File: src/design/trta_pkg.sv
// Shared types, character codes and the fraction digit table for the
// temperature-word-to-ASCII converter. No dependencies.
package trta_pkg;

    localparam int unsigned WordWidth  = 16;
    localparam int unsigned CharWidth  = 7;
    localparam int unsigned WholeWidth = 9;
    localparam int unsigned FracWidth  = 14;
    localparam int unsigned TextLen    = 9;
    localparam int unsigned IdxWidth   = 4;
    localparam int unsigned InBytes    = 2;
    localparam int unsigned OutBytes   = 4;

    localparam logic [CharWidth-1:0] CharCr    = 7'h0D;
    localparam logic [CharWidth-1:0] CharMinus = 7'h2D;
    localparam logic [CharWidth-1:0] CharPoint = 7'h2E;
    localparam logic [CharWidth-1:0] CharSpace = 7'h20;
    localparam logic [CharWidth-1:0] CharZero  = 7'h30;

    // Index of the final beat of a line: the carriage return plus nine text beats.
    localparam logic [IdxWidth-1:0] LastIdx = 4'd9;

    typedef logic [TextLen-1:0][CharWidth-1:0] text_t;

    typedef struct packed {
        text_t                 text;
        logic                  is_negative;
        logic [WholeWidth-1:0] whole_magnitude;
        logic [FracWidth-1:0]  fraction_ten_thousandths;
    } line_t;

    // Four BCD digits of sixteenths times 625, most significant digit on top.
    function automatic logic [15:0] frac_digits(input logic [3:0] sixteenths);
        logic [15:0] bcd;
        unique case (sixteenths)
            4'd0:  bcd = 16'h0000;
            4'd1:  bcd = 16'h0625;
            4'd2:  bcd = 16'h1250;
            4'd3:  bcd = 16'h1875;
            4'd4:  bcd = 16'h2500;
            4'd5:  bcd = 16'h3125;
            4'd6:  bcd = 16'h3750;
            4'd7:  bcd = 16'h4375;
            4'd8:  bcd = 16'h5000;
            4'd9:  bcd = 16'h5625;
            4'd10: bcd = 16'h6250;
            4'd11: bcd = 16'h6875;
            4'd12: bcd = 16'h7500;
            4'd13: bcd = 16'h8125;
            4'd14: bcd = 16'h8750;
            4'd15: bcd = 16'h9375;
            default: bcd = 16'h0000;
        endcase
        return bcd;
    endfunction

endpackage

File: src/design/trta_convert.sv
// Combinational conversion of one raw temperature word into a line of text
// plus sign, magnitude and fraction. Depends on trta_pkg.
module trta_convert (
    input  logic [trta_pkg::WordWidth-1:0] raw_reading,
    output trta_pkg::line_t                line
);

    logic                                ext;
    logic                                neg;
    logic [9:0]                          ipart;
    logic [3:0]                          sixteenths;
    logic [3:0]                          frac_idx;
    logic [9:0]                          whole_wide;
    logic [trta_pkg::WholeWidth-1:0]     whole;
    logic [1:0]                          hund;
    logic [6:0]                          rem;
    logic [13:0]                         tens_prod;
    logic [3:0]                          tens;
    logic [6:0]                          tens_x10;
    logic [3:0]                          ones;
    logic [15:0]                         fbcd;
    logic [3:0]                          n;
    trta_pkg::text_t                     text;

    always_comb begin
        ext  = raw_reading[0];
        neg  = raw_reading[15];
        if (ext) begin
            ipart      = {1'b0, raw_reading[15:7]};
            sixteenths = raw_reading[6:3];
        end else begin
            ipart      = {2'b00, raw_reading[15:8]};
            sixteenths = raw_reading[7:4];
        end

        // A negative value borrows one degree when the fraction is nonzero.
        if (neg) begin
            whole_wide = (ext ? 10'd512 : 10'd256) - ipart
                         - {9'd0, (sixteenths != 4'd0)};
            frac_idx   = 4'(-sixteenths);
        end else begin
            whole_wide = ipart;
            frac_idx   = sixteenths;
        end
        whole = whole_wide[trta_pkg::WholeWidth-1:0];

        if (whole >= 9'd200) begin
            hund = 2'd2;
            rem  = 7'(whole - 9'd200);
        end else if (whole >= 9'd100) begin
            hund = 2'd1;
            rem  = 7'(whole - 9'd100);
        end else begin
            hund = 2'd0;
            rem  = 7'(whole);
        end
        // Exact tens digit for values below 100 via reciprocal multiply.
        tens_prod = 14'(rem) * 14'd103;
        tens      = tens_prod[13:10];
        tens_x10  = 7'({3'd0, tens} * 7'd10);
        ones      = 4'(rem - tens_x10);

        fbcd = trta_pkg::frac_digits(frac_idx);

        for (int i = 0; i < trta_pkg::TextLen; i++) begin
            text[i] = trta_pkg::CharSpace;
        end
        n = 4'd0;
        if (neg) begin
            text[n] = trta_pkg::CharMinus;
            n       = n + 4'd1;
        end
        if (hund != 2'd0) begin
            text[n] = trta_pkg::CharZero + 7'(hund);
            n       = n + 4'd1;
        end
        if (hund != 2'd0 || tens != 4'd0) begin
            text[n] = trta_pkg::CharZero + 7'(tens);
            n       = n + 4'd1;
        end
        text[n]        = trta_pkg::CharZero + 7'(ones);
        text[n + 4'd1] = trta_pkg::CharPoint;
        text[n + 4'd2] = trta_pkg::CharZero + 7'(fbcd[15:12]);
        text[n + 4'd3] = trta_pkg::CharZero + 7'(fbcd[11:8]);
        text[n + 4'd4] = trta_pkg::CharZero + 7'(fbcd[7:4]);
        text[n + 4'd5] = trta_pkg::CharZero + 7'(fbcd[3:0]);

        line.text                     = text;
        line.is_negative              = neg;
        line.whole_magnitude          = whole;
        line.fraction_ten_thousandths = 14'({10'd0, frac_idx} * 14'd625);
    end

endmodule

File: src/design/temp_reading_to_ascii_top.sv
// Top level of the temperature-word-to-ASCII converter: input holding register,
// line register and character serializer. Depends on trta_pkg and trta_convert.
//
// Usage:
//   The slave channel (s_tvalid, s_tready, s_tdata) takes one raw 16-bit
//   thermometer word per beat. Bit 0 of the word picks the 13-bit extended
//   format, otherwise the 12-bit format is used.
//   The master channel (m_tvalid, m_tready, m_tdata, m_tlast) sends ten beats
//   per word: a carriage return, then nine text characters. m_tlast marks the
//   tenth beat. Every beat also carries the sign, the whole magnitude and the
//   fraction in ten-thousandths of the word it belongs to.
//   A word accepted into the input register is converted into the line register
//   once that is empty or its last beat leaves; its carriage return then follows.
//   The serializer sends one character per beat. A second word is held in
//   the input register while a line is still going out, and moves into the
//   line register in the same cycle the last beat of the previous line is
//   taken, so lines follow with no gap.
//   When the receiver stalls, the current beat holds and s_tready drops once
//   the input register is full. Reset (aresetn low at a clock edge) empties
//   both registers and discards any line in progress.
module temp_reading_to_ascii_top (
    input  logic                           aclk,
    input  logic                           aresetn,
    input  logic                           s_tvalid,
    output logic                           s_tready,
    // [15:0] raw_reading
    input  logic [trta_pkg::InBytes*8-1:0] s_tdata,
    output logic                           m_tvalid,
    input  logic                           m_tready,
    // [6:0] text_char, [7] is_negative, [16:8] whole_magnitude,
    // [30:17] fraction_ten_thousandths, [31] zero
    output logic [trta_pkg::OutBytes*8-1:0] m_tdata,
    output logic                           m_tlast
);

    logic                               hold_valid_reg;
    logic                               hold_valid_next;
    logic [trta_pkg::WordWidth-1:0]     hold_word_reg;
    logic                               line_valid_reg;
    logic                               line_valid_next;
    trta_pkg::line_t                    line_reg;
    trta_pkg::line_t                    conv_line;
    logic [trta_pkg::IdxWidth-1:0]      idx_reg;
    logic [trta_pkg::IdxWidth-1:0]      idx_next;
    logic                               s_beat;
    logic                               m_beat;
    logic                               line_done;
    logic                               line_load;
    logic [trta_pkg::IdxWidth-1:0]      text_idx;
    logic [trta_pkg::CharWidth-1:0]     text_char;

    trta_convert u_convert (
        .raw_reading (hold_word_reg),
        .line        (conv_line)
    );

    assign s_tready  = !hold_valid_reg;
    assign s_beat    = s_tvalid && s_tready;
    assign m_beat    = m_tvalid && m_tready;
    assign line_done = m_beat && (idx_reg == trta_pkg::LastIdx);
    // The line register takes the held word when empty or when its last beat leaves.
    assign line_load = hold_valid_reg && (!line_valid_reg || line_done);

    always_comb begin
        hold_valid_next = hold_valid_reg;
        if (line_load) begin
            hold_valid_next = 1'b0;
        end else if (s_beat) begin
            hold_valid_next = 1'b1;
        end

        line_valid_next = line_valid_reg;
        idx_next        = idx_reg;
        if (line_load) begin
            line_valid_next = 1'b1;
            idx_next        = '0;
        end else if (line_done) begin
            line_valid_next = 1'b0;
            idx_next        = '0;
        end else if (m_beat) begin
            idx_next = idx_reg + 4'd1;
        end
    end

    always_ff @(posedge aclk) begin
        if (!aresetn) begin
            hold_valid_reg <= 1'b0;
            line_valid_reg <= 1'b0;
            idx_reg        <= '0;
        end else begin
            hold_valid_reg <= hold_valid_next;
            line_valid_reg <= line_valid_next;
            idx_reg        <= idx_next;
        end
    end

    always_ff @(posedge aclk) begin
        if (s_beat) begin
            hold_word_reg <= s_tdata[trta_pkg::WordWidth-1:0];
        end
        if (line_load) begin
            line_reg <= conv_line;
        end
    end

    // Beat zero is the carriage return; beats one to nine walk the text.
    always_comb begin
        text_idx = idx_reg - 4'd1;
        if (idx_reg == '0) begin
            text_char = trta_pkg::CharCr;
        end else begin
            text_char = line_reg.text[text_idx];
        end
    end

    assign m_tvalid = line_valid_reg;
    assign m_tlast  = (idx_reg == trta_pkg::LastIdx);
    assign m_tdata  = {1'b0,
                       line_reg.fraction_ten_thousandths,
                       line_reg.whole_magnitude,
                       line_reg.is_negative,
                       text_char};

endmodule

File: config.mk
export PLATFORM = sky130hd
export DESIGN_NAME = temp_reading_to_ascii_top
export DESIGN_NICKNAME = d
export VERILOG_FILES = /design/src/design/trta_pkg.sv /design/src/design/trta_convert.sv /design/src/design/temp_reading_to_ascii_top.sv
export SDC_FILE = /design/constraint.sdc
export NUM_CORES = 1
export LEC_CHECK = 0
export ABC_CLOCK_PERIOD_IN_PS = 10950
export BUFFER_PORTS_ARGS = -buffer_cell sky130_fd_sc_hd__buf_2
export CAP_MARGIN = 15
export CORE_ASPECT_RATIO = 1.4
export CORE_UTILIZATION = 48
export DETAILED_ROUTE_END_ITERATION = 7
export PLACE_DENSITY = 0.76
export SYNTH_ARGS = -nofsm -noshare
export SYNTH_HDL_FRONTEND = slang
export SYNTH_SLANG_ARGS = --single-unit
File: constraint.sdc
create_clock -name aclk -period 10.95 [get_ports aclk]
set_clock_uncertainty 0.2 [all_clocks]
set_input_delay 1.095 -clock aclk [delete_from_list [all_inputs] [get_ports aclk]]
set_output_delay 1.095 -clock aclk [all_outputs]
set_load 0.02 [all_outputs]
Word-level counts from Yosys, hierarchy flattened
Memories as Yosys holds them, arrays and structs flattened.
Cells that the tools add are included.
{"block": "totals", "ff_bits": 109, "romBits": 208, "memories": 1, "output_inout_bits": 35}
{"name": "(no name shown)", "depth": 16, "word_bits": 13, "rd": 1, "rd_ports_with_merged_regs": 0, "wr": 0, "line_no": "trta_pkg.sv:35", "source": "unique case (sixteenths)"}
{"block": "classes", "n_addsub": 22, "mux": 43, "n_lt_le_gt_ge": 19, "n_eq_ne": 1, "n_bitwise": 4, "mul": 3, "reduce_logical": 23}
{"cell": "63-bit bitwise mux", "count": 7}
{"cell": "7-bit demux with 4-bit select", "count": 8}
{"cell": "63-bit two-way mux", "count": 2}
{"cell": "7-bit two-way mux", "count": 12}
{"cell": "6-bit by 4-bit adder with 7-bit output, first input constant", "count": 6}
{"cell": "4-bit by 5-bit < comparator with 1-bit output, second input constant", "count": 8}
{"cell": "36-bit bitwise OR", "count": 1}
{"cell": "7-bit binary-select mux with 4-bit select", "count": 1}
{"cell": "4-bit by 1-bit >= comparator with 1-bit output, second input constant", "count": 7}
{"cell": "27-bit AND", "count": 1}
{"cell": "9-bit two-way mux", "count": 3}
{"cell": "27-bit inverter", "count": 1}
{"cell": "4-bit two-way mux", "count": 5}
{"cell": "4-bit by 10-bit multiplier with 14-bit output, second input constant", "count": 1}
{"cell": "7-bit by 7-bit multiplier with 14-bit output, second input constant", "count": 1}
{"cell": "7-bit subtractor, second input constant", "count": 2}
{"cell": "4-bit by 1-bit adder with 4-bit output, second input constant", "count": 3}
{"cell": "1-bit logical AND", "count": 12}
{"cell": "9-bit by 7-bit >= comparator with 1-bit output, second input constant", "count": 1}
{"cell": "9-bit by 8-bit >= comparator with 1-bit output, second input constant", "count": 1}
{"cell": "9-bit by 1-bit subtractor with 9-bit output", "count": 1}
{"cell": "9-bit subtractor", "count": 1}
{"cell": "4-bit by 2-bit adder with 4-bit output, second input constant", "count": 2}
{"cell": "4-bit by 3-bit adder with 4-bit output, second input constant", "count": 2}
{"cell": "other kinds (19)", "count": 26}

Logic depth before layout (Yosys ltp)
Gate-level depths: netlist of run 1.
{"block": "logic_depth", "word_depth": 22, "depth_mapped": 53}

Modules after synthesis
From an unflattened synthesis of run 1, not the netlist that was laid out.
{"block": "unflattened", "hier_cells": 847, "hier_area_um2": 8628.3}
{"module": "trta_convert", "seq_area_each_um2": 0.0, "cells_per_inst": 619, "area_per_inst_um2": 4428.0, "instances": 1}
{"module": "temp_reading_to_ascii_top", "seq_area_each_um2": 3213.1, "cells_per_inst": 228, "area_per_inst_um2": 4200.3, "instances": 1}

Least setup slack after synthesis of run 1
No wires, ideal clock.
{"block": "synth_timing", "kind": "flip-flop to flip-flop", "startpoint": "register hold_word_reg[0] in the netlist's numbering", "endpoint": "register line_reg[31] in the netlist's numbering (data pin)", "path_stages_with_launch": 51, "setup_time_ns": 0.261, "t_arrival_ns": 10.526, "required_ns": 10.489, "path_slack_ns": -0.037, "period_less_slack_ns": 10.987, "path_cell_list": "edfxtp_1 buf_6 buf_2 mux2i_1 clkbuf_1 ha_1 inv_1 a2111oi_0 ha_1 ha_1 inv_1 ha_1 xnor2_1 nand2_1 a21boi_0 inv_1 ha_1 o21ai_0 [15 not listed] nor3_1 o31ai_1 a221oi_1 nor3_2 nand2_4 inv_4 buf_2 fa_1 clkbuf_1 inv_1 clkbuf_1 nor2_1 ha_1 clkbuf_1 nand2_1 a211oi_4 nor2_2 a221o_1"}
{"element": "start, declared", "line_no": "temp_reading_to_ascii_top.sv:38", "source": "logic [trta_pkg::WordWidth-1:0] hold_word_reg;"}
{"element": "start signal, assigned", "line_no": "temp_reading_to_ascii_top.sv:99", "source": "hold_word_reg <= s_tdata[trta_pkg::WordWidth-1:0];"}
{"element": "end signal, assigned", "line_no": "temp_reading_to_ascii_top.sv:102", "source": "line_reg <= conv_line;"}
{"element": "end, declared", "line_no": "temp_reading_to_ascii_top.sv:41", "source": "trta_pkg::line_t line_reg;"}

==> summary.txt, run 1 <==
Yosys
  • Flops & latches, synth: 88
  • Ranking of synthesized cells by area: edfxtp_1 31%, ha_1 13%, fa_1 3.3%
  • Top cells by count, synth: 84 x ha_1, 82 x edfxtp_1, 59 x inv_1
  • Syn Area/Cell: 10.03 um2
  • Post-synthesis async set-or-reset flop share: 0
  • Gate Count Post-Synth: 790
  • Ys Warns: 0
  • Number of synthesized flops with an enable pin: 82
  • Cell taking the most area after synthesis: edfxtp_1
  • Most frequent cell after synthesis: ha_1
  • Sequential share of the synthesized area: 0.3259
  • Post-Syn Area: 0.007924 mm2
  • Yosys cell types: 95
  • Share of Yosys cell area claimed by the top area cell type: 0.3108
  • Top_reg_cell synth: edfxtp_1

Critical path
  • CP Launch Type: register
  • Worst r2r dst: line_reg[52]
  • R2r startpoint: hold_word_reg[0]
  • Slowest stage delay, CP: 0.51 ns
  • Setup CP Type: reg2reg
  • CP required: 10.89 ns
  • Crit-path max FO: 19
  • Top cell by count, worst path: ha_1
  • CP startpoint: hold_word_reg[0]
  • Crit path DAT: 10.33 ns
  • Reg2Reg Depth: 46
  • Worst Setup End Kind: register
  • Crit-path slowest cell: edfxtp_1
  • R2r setup slk: 0.56 ns

Drt
  • Residual DRC count: 0
  • Vias: 6225
  • Final ANT Viol Nets: 0
  • DRT Pass-1 Iters: 5
  • Final WL: 18.94 mm
  • DR iter-0 viols: 432
  • WL per Instance: 18.68 um
  • Vias per cell: 6.139

Job
  • Max_cap viols: 0

Clock tree
  • Reg clk slew, reported paths: 0.07 ns
  • CTS root buf: clkbuf_16
  • CTS Buf Count: 9
  • Worst-skew pair later-pin latency: 0.36 ns
  • Max H-tree Level: 3
  • CTS sink count: 88
  • CTS tree: built
  • Max clock buf depth: 2

Placement
  • Cells after DPL: 994
  • I/O Buffers: 50
  • RD Place Congestion: 0.9412
  • Detailed Place HPWL: 14.05 mm

Final layout
  • Share of cells above drive strength 1: 0.1914
  • Fillcell total: 1414
  • Largest register FFs: 45
  • Final non-filler cell total: 1014
  • FF/Latch Area: 0.002582 mm2
  • Area of the multi-input gates: 0.004760 mm2
  • Area grow syn2layout: 7.800%
  • # diodes: 0
  • Final #Nets: 927

GRT
  • Largest net degree at the start of global routing: 69
  • Vias in the first global route: 6259
  • Total track usage: 0.2283
  • Total grt overflow: 0
  • Initial antenna violation count: 0
  • First-pass GRT wire length: 31.07 mm

Floorplan
  • Row cnt: 55
  • Die width: 110.6 um
  • IO Pins: 55
  • Die height: 154.0 um
  • Core Area: 0.01617 mm2
  • Starting Density: 0.4900
  • Die area: 0.01703 mm2

Hold path
  • Hold/Removal Path Class: reg2reg
  • Hold path depth: 2
  • Hold Startpoint: idx_reg[1]
  • Hold EP: idx_reg[1]

Timing
  • Period Utilization, post-route: 0.9491
  • Slew Limit Headroom: 0.2723
  • Fin. Hold Viols: 0
  • Slew at the pin with the worst max-slew slack: 1.080 ns
  • Setup violators final: 0
  • F_max: 96.22 MHz
  • Minimum clock period: 10.39 ns
  • Final Max Tran Viols: 0

Status
  • Status: finished clean
[cells by family after synthesis]
logic type / share of synthesized area
simple gates: 0.1352
compound gates: 0.1873
buf+inv: 0.08211
fa+ha+maj: 0.1655
flops: 0.3259
mux: 0.07374
xor+xnor: 0.02984
other cells: 0.0004733
[metrics by stage]
| stage | util | hold WS (ns) | setup TNS (ns) | worst slack, ns | area (um2) |
|---|---|---|---|---|---|
| 4_1_cts | 0.5236 | 0.3355 | 0 | 0.03453 | 8468 |
| 2_1_floorplan | - | 0.2784 | 0 | 0.008001 | 7934 |
| 3_5_place_dp | 0.5055 | 0.3227 | 0 | 0.05931 | 8175 |
| 3_3_place_gp | 0.5055 | 0.3102 | 0 | 0.1272 | 8175 |
| 6_report | 0.5282 | 0.3266 | 0 | 0.5574 | 8542 |
| 5_1_grt | 0.5282 | 0.3509 | -0.01462 | -0.007068 | 8542 |
[cell type report]
class | instances | area share
clock buffers | 9 | 0.02637
clock inverters | 7 | 0.007031
inverters | 66 | 0.03017
multi-input cells | 574 | 0.5572
flip-flops and latches | 88 | 0.3023
well taps | 199 | 0.02915
repair buffers | 71 | 0.04775
[cell usage in the layout, fill, tap and decap left out, types with 7 or more instances in the layout]
cell | synthesis | layout
and2_1 | 7 | 7
mux2_2 | 13 | 13
a211oi_1 | 17 | 17
nor3_1 | 15 | 13
a21o_1 | 9 | 8
fa_1 | 13 | 13
nor2_1 | 51 | 49
nand2_1 | 52 | 52
xnor2_1 | 20 | 19
mux2i_1 | 19 | 19
xor2_1 | 7 | 7
inv_1 | 59 | 59
a221oi_1 | 10 | 9
a21oi_1 | 31 | 31
nor2b_1 | 11 | 11
o31ai_1 | 7 | 7
buf_2 | 8 | 50
o21ai_0 | 29 | 29
edfxtp_1 | 82 | 82
clkbuf_16 | 0 | 9
mux4_2 | 10 | 10
nand3_1 | 25 | 25
ha_1 | 84 | 83
buf_4 | 29 | 21
[critical path: cells and delay by family, from the launching register on]
kind	cells	cell delay, ns
adders and majority gates	12	3.63
AOI/OAI and AO/OA	11	2.35
and+or+nand+nor	10	1.72
buffers and inverters	10	1.08
DFF	1	0.51
muxes	1	0.39
xor gates and xnor gates	2	0.27
[timing repair]
item | in CTS | in global routing
gates resized for setup | 1 | 11
setup endpoints to repair | 2 | 38
buffers inserted | 0 | 4
pin swaps | 0 | 2
hold buffers | 0 | 0
[metal layers]
| layer | GRT usage | wire length, um | vias up |
|---|---|---|---|
| li1 | - | - | 2974 |
| met1 | 0.2652 | 7559 | 2942 |
| met2 | 0.3978 | 9520 | 252 |
| met3 | 0.04020 | 1157 | 57 |
| met4 | 0.1244 | 703 | 0 |
| met5 | 0 | 0 | - |
[worst max-delay path by stage]
stage                               to  cells past startpoint  slack, ns
after floorplan           line_reg[60]                     50      0.008
after global placement    line_reg[52]                     46       0.13
after detailed placement  line_reg[52]                     46       0.06
after CTS                 line_reg[52]                     46       0.03
after global routing      line_reg[31]                     44     -0.007
final                     line_reg[52]                     46       0.56
Power of run 1 is not shown: default switching activity piles up to over one toggle a cycle in this logic, so the estimate is an artifact.
==> inputs of run 2 (changes only) <==
Settings changed: CORE_MARGIN set to 10.
==> run 2 against run 1 <==
Compared with the run above:
- sequential share of layout area is essentially flat
- clock-buffer cell count grew 3
- register-to-register slack gained 0.12 ns
- worst hold slack gained 0.0085 ns
- die area grew 30%
- utilization shrank 0.085 points
- non-clock buffer count shrank 2
- final cell count shrank 0.20%
- global-route usage shrank 5.4 points
- first-iteration DRC count shrank 3.5%
- critical endpoint is now line_reg[60]
- highest routed layer unchanged
==> summary.txt, run 2 (same netlist as run 1, synthesis figures left out) <==
Clock tree
  • Worst-skew pair later-pin latency: 0.35 ns (about the same)
  • CTS Hold Bufs: 0 (unchanged)
  • CTS sink count: 88 (unchanged)
  • CTS tree: built
  • Reg clk slew, reported paths: 0.07 ns (about the same)
  • CTS Buf Count: 9 (unchanged)
  • CTS root buf: clkbuf_16
  • Max H-tree Level: 3 (unchanged)
  • Max clock buf depth: 2 (unchanged)

Final layout
  • Fillcell total: 1457 (+3.0%)
  • Largest register FFs: 45 (unchanged)
  • Final Util: 0.5274 (-0.0008510)
  • Area grow syn2layout: 7.627%
  • # diodes: 0 (unchanged)
  • Final #Nets: 925 (-0.22%)
  • Commonest non-fill, non-tap cell in the layout: ha_1
  • Most frequent cells in the layout: 83 x ha_1, 82 x edfxtp_1, 59 x inv_1, 52 x nand2_1, 50 x buf_2
  • Share of cells above drive strength 1: 0.1857 (-0.005679)

Timing
  • Slew Limit Headroom: 0.3011 (+0.02884)
  • Setup TNS: 0 ns (unchanged)
  • Period Utilization, post-route: 0.9379 (-0.01117)
  • F_max: 97.37 MHz (+1.2%)
  • Minimum clock period: 10.27 ns (-0.1224 ns)
  • Final Max Tran Viols: 0 (unchanged)
  • Slew at the pin with the worst max-slew slack: 1.037 ns (-0.04281 ns)
  • RSZ-0062 raised after global routing: false
  • Setup violators final: 0 (unchanged)
  • Fin. Hold Viols: 0 (unchanged)

Placement
  • RD Place Congestion: 0.9501 (+0.95%)
  • I/O Buffers: 50 (unchanged)
  • Detailed Place HPWL: 14.55 mm (+3.5%)

Critical path
  • Setup CP Type: reg2reg
  • Crit-path max FO: 19 (unchanged)
  • Top cell by count, worst path: ha_1
  • CP required: 10.94 ns (+0.05 ns)
  • Worst Setup End Kind: register
  • Crit-path slowest cell: fa_1
  • CP Launch Type: register
  • Crit path DAT: 10.26 ns (-0.07 ns)
  • Slowest stage delay, CP: 0.50 ns (about the same)

Drt
  • DRT Pass-1 Iters: 5 (unchanged)
  • Residual DRC count: 0 (unchanged)
  • Vias: 6201 (-0.39%)
  • Final ANT Viol Nets: 0 (unchanged)
  • WL per Instance: 18.91 um (+1.3%)
  • DR iter-0 viols: 417 (-3.5%)
  • Final WL: 19.14 mm (+1.1%)
  • Vias per cell: 6.127 (-0.19%)

GRT
  • Vias in the first global route: 6273 (+0.22%)
  • Total track usage: 0.1747 (-0.05361)
  • Initial antenna violation count: 0 (unchanged)
  • First-pass GRT wire length: 31.46 mm (+1.3%)
  • Total grt overflow: 0 (unchanged)
  • Largest net degree at the start of global routing: 69 (unchanged)

Hold path
  • Hold/Removal Path Class: reg2reg

Floorplan
  • IO Pins: 55 (unchanged)
  • Row cnt: 55 (unchanged)
  • Die area: 0.02212 mm2 (+30%)
  • Core Area: 0.01617 mm2 (unchanged)
  • Die height: 172.0 um (+12%)
  • Starting Density: 0.4900 (unchanged)
  • Die width: 128.6 um (+16%)

Status
  • Status: finished clean

Job
  • Max_cap viols: 0 (unchanged)
## run 2: cell count changes in the layout (fill, tap and decap cells not counted), sizes merged
| cell | delta |
|---|---|
| buf | -2 |
| bufinv | +1 |
| clkbuf | +3 |
| clkinv | -1 |
| clkinvlp | +2 |
| inv | -5 |
## run 2: final cells by class
class	instances	area, um2	share of cell area
clock inverters	4	53.80	0.006309
multi-input cells	574	4756	0.5577
repair buffers	69	392.9	0.04607
well taps	199	249.0	0.02920
flip-flops and latches	88	2582	0.3028
clock buffers	12	236.5	0.02773
inverters	66	257.7	0.03022
## run 2: what timing repair did
item	in CTS	in global routing
buffers inserted	0	2
setup endpoints to repair	0	33
gates resized for setup	0	12
## run 2: critical path: cells and delay by family (launching register included)
| kind | cells | cell delay, ns |
|---|---|---|
| DFF | 1 | 0.45 |
| AOI/OAI and AO/OA | 10 | 2.30 |
| and+or+nand+nor | 9 | 1.45 |
| xor gates and xnor gates | 2 | 0.27 |
| buffers and inverters | 10 | 1.06 |
| adders and majority gates | 12 | 3.63 |
| muxes | 2 | 0.76 |
## run 2: through the flow
step | setup slack, ns | hold WS [ns] | instance area [um2] | cells
2_1_floorplan | 0.008001 | 0.2784 | 7934 | 791
3_3_place_gp | 0.2543 | 0.3096 | 8175 | 994
3_5_place_dp | 0.2214 | 0.3312 | 8175 | 994
4_1_cts | 0.1328 | 0.3418 | 8466 | 1010
5_1_grt | 0.006663 | 0.3676 | 8528 | 1012
6_report | 0.6798 | 0.3352 | 8528 | 1012
## run 2: path summary, 6_finish.rpt
path                            depth (start not counted)              from            to  slack [ns]
worst max-delay path                                   45  hold_word_reg[0]  line_reg[60]        0.68
worst min-delay path                                    2        idx_reg[1]    idx_reg[1]        0.34
worst max register to register                         45  hold_word_reg[0]  line_reg[60]        0.68
worst min register to register                          2        idx_reg[1]    idx_reg[1]        0.34
## run 2: per-layer routing
metal,GRT usage,part of all wire,vias up
met4,0.07230,0.034,0
met3,0.03125,0.064,59
met2,0.3071,0.51,266
met5,0,0,-
met1,0.2038,0.39,2924
li1,-,-,2952
Power of run 2 is left out for the same reason.
==> inputs of run 3 (changes only) <==
Settings changed: CORE_MARGIN 10 to 2, PLACE_DENSITY 0.76 to 0.68.
==> run 3 against run 2 <==
Compared with the run above:
- worst setup slack better by 0.053 ns
- utilization up 0.24 points
- maximum frequency up 0.52%
- clock-buffer cell count down 3
- highest routed layer unchanged
- non-clock buffer count up 6
- critical path depth down 1
- cell area up 0.45%
- largest cell class unchanged
- register-to-register slack better by 0.05 ns
==> summary.txt, run 3 (same netlist as run 1, synthesis figures left out) <==
Status
  • Status: finished clean

Critical path
  • Crit-path leading delay family: adder cells
  • Crit path DAT: 10.21 ns (-0.05 ns)
  • CP Buf/Inv Count: 10 (unchanged)
  • Setup CP Type: reg2reg
  • Worst Setup End Kind: register
  • Top cell by count, worst path: ha_1
  • CP required: 10.94 ns (about the same)
  • Crit-path max FO: 21 (+2)
  • CP Launch Type: register
  • Slowest stage delay, CP: 0.52 ns (+0.02 ns)
  • Crit-path slowest cell: fa_1

Final layout
  • Area grow syn2layout: 8.116%
  • Largest register FFs: 45 (unchanged)
  • Area of the multi-input gates: 0.004738 mm2 (-0.37%)
  • # diodes: 0 (unchanged)
  • Fillcell total: 1489 (+2.2%)
  • Final non-filler cell total: 1018 (+0.59%)
  • Most frequent cells in the layout: 83 x ha_1, 82 x edfxtp_1, 58 x inv_1, 52 x nand2_1
  • Share of cells above drive strength 1: 0.1917 (+0.005965)
  • FF/Latch Area: 0.002582 mm2 (unchanged)
  • Commonest non-fill, non-tap cell in the layout: ha_1
  • Final #Nets: 931 (+0.65%)

GRT
  • First-pass GRT wire length: 31.67 mm (+0.66%)
  • Largest net degree at the start of global routing: 69 (unchanged)
  • Total grt overflow: 0 (unchanged)
  • Vias in the first global route: 6143 (-2.1%)
  • Total track usage: 0.2280 (+0.05331)
  • Initial antenna violation count: 0 (unchanged)

Hold path
  • Hold/Removal Path Class: reg2reg

Drt
  • DRT Pass-1 Iters: 7 (+2)
  • Vias: 6191 (-0.16%)
  • Vias per cell: 6.082 (-0.75%)
  • WL met3: 1.038 mm (-15%)
  • Final ANT Viol Nets: 0 (unchanged)
  • WL per Instance: 19.09 um (+0.95%)
  • DR iter-0 viols: 444 (+6.5%)
  • Final WL: 19.44 mm (+1.6%)
  • DR WL met2: 10.04 mm (+2.9%)
  • Highest metal used: met4
  • Met1 wire length: 7.710 mm (+2.6%)
  • Residual DRC count: 0 (unchanged)

Placement
  • RD Place Congestion: 0.9624 (+1.3%)
  • Cells after DPL: 998 (+0.40%)
  • Detailed Place HPWL: 14.64 mm (+0.61%)
  • I/O Buffers: 50 (unchanged)

Clock tree
  • Max clock buf depth: 2 (unchanged)
  • CTS tree: built
  • CTS root buf: clkbuf_16
  • Max H-tree Level: 3 (unchanged)
  • Reg clk slew, reported paths: 0.07 ns (about the same)
  • CTS Buf Count: 9 (unchanged)
  • Worst-skew pair later-pin latency: 0.36 ns (about the same)
  • CTS Hold Bufs: 0 (unchanged)
  • CTS sink count: 88 (unchanged)

Floorplan
  • Row cnt: 55 (unchanged)
  • Die height: 156.0 um (-9.3%)
  • Die area: 0.01757 mm2 (-21%)
  • Starting Density: 0.4900 (unchanged)
  • Die width: 112.6 um (-12%)
  • Core Area: 0.01617 mm2 (unchanged)
  • IO Pins: 55 (unchanged)

Timing
  • Slew Limit Headroom: 0.2555 (-0.04566)
  • Setup TNS: 0 ns (unchanged)
  • RSZ-0062 raised after global routing: false
  • Period Utilization, post-route: 0.9331 (-0.004816)
  • F_max: 97.87 MHz (+0.52%)
  • Final Max Tran Viols: 0 (unchanged)
  • Fin. Hold Viols: 0 (unchanged)
  • Slew at the pin with the worst max-slew slack: 1.105 ns (+0.06777 ns)
  • Minimum clock period: 10.22 ns (-0.05274 ns)
  • Setup violators final: 0 (unchanged)

Job
  • Max_cap viols: 0 (unchanged)
-- run 3: cell types whose count changed in the layout (fill, tap and decap cells not counted), sizes merged --
cell,previous run,this run
clkbuf,12,9
inv,65,68
buf,69,75
clkinvlp,2,0
clkinv,2,4
-- run 3: tightest hold or removal path, stage by stage, from the launching register on --
cell and delay (ns):
dfxtp_1 0.35, nand2_1 0.08, a21oi_1 0.06
-- run 3: final cells by class --
cell class / instances / area share
Timing Repair Buffer: 75 / 0.05112
Tap cell: 199 / 0.02906
Clock inverter: 7 / 0.008909
Clock buffer: 9 / 0.02629
Inverter: 66 / 0.03009
Sequential cell: 88 / 0.3014
Multi-Input combinational cell: 574 / 0.5531
-- run 3: worst paths after layout --
path / startpoint / end / slack [ns] / cells past startpoint
setup / recovery: hold_word_reg[0] / line_reg[60] / 0.73 / 44
hold / removal: idx_reg[1] / idx_reg[1] / 0.33 / 2
setup reg to reg: hold_word_reg[0] / line_reg[60] / 0.73 / 44
hold reg to reg: idx_reg[1] / idx_reg[1] / 0.33 / 2
-- run 3: metrics by stage --
stage	util	hold WS, ns	setup WS [ns]	area, um2
after floorplan	-	0.2784	0.008001	7934
after global placement	0.5074	0.3137	0.3674	8205
after detailed placement	0.5074	0.3202	0.1624	8205
after CTS	0.5260	0.3294	0.1184	8507
after global routing	0.5297	0.3539	0.02062	8567
final	0.5297	0.3313	0.7325	8567
-- run 3: timing repair --
action                                  CTS  global route
endpoints found under the hold margin     0             0
resized for setup                         0             8
buffers inserted                          0             4
endpoints found under the setup margin    0            28
-- run 3: routing by layer --
metal | vias up | GRT usage
met5 | - | 0
met4 | 0 | 0.09930
met3 | 51 | 0.03108
met2 | 223 | 0.4095
met1 | 2945 | 0.2702
li1 | 2972 | -
Power of run 3 is left out for the same reason.
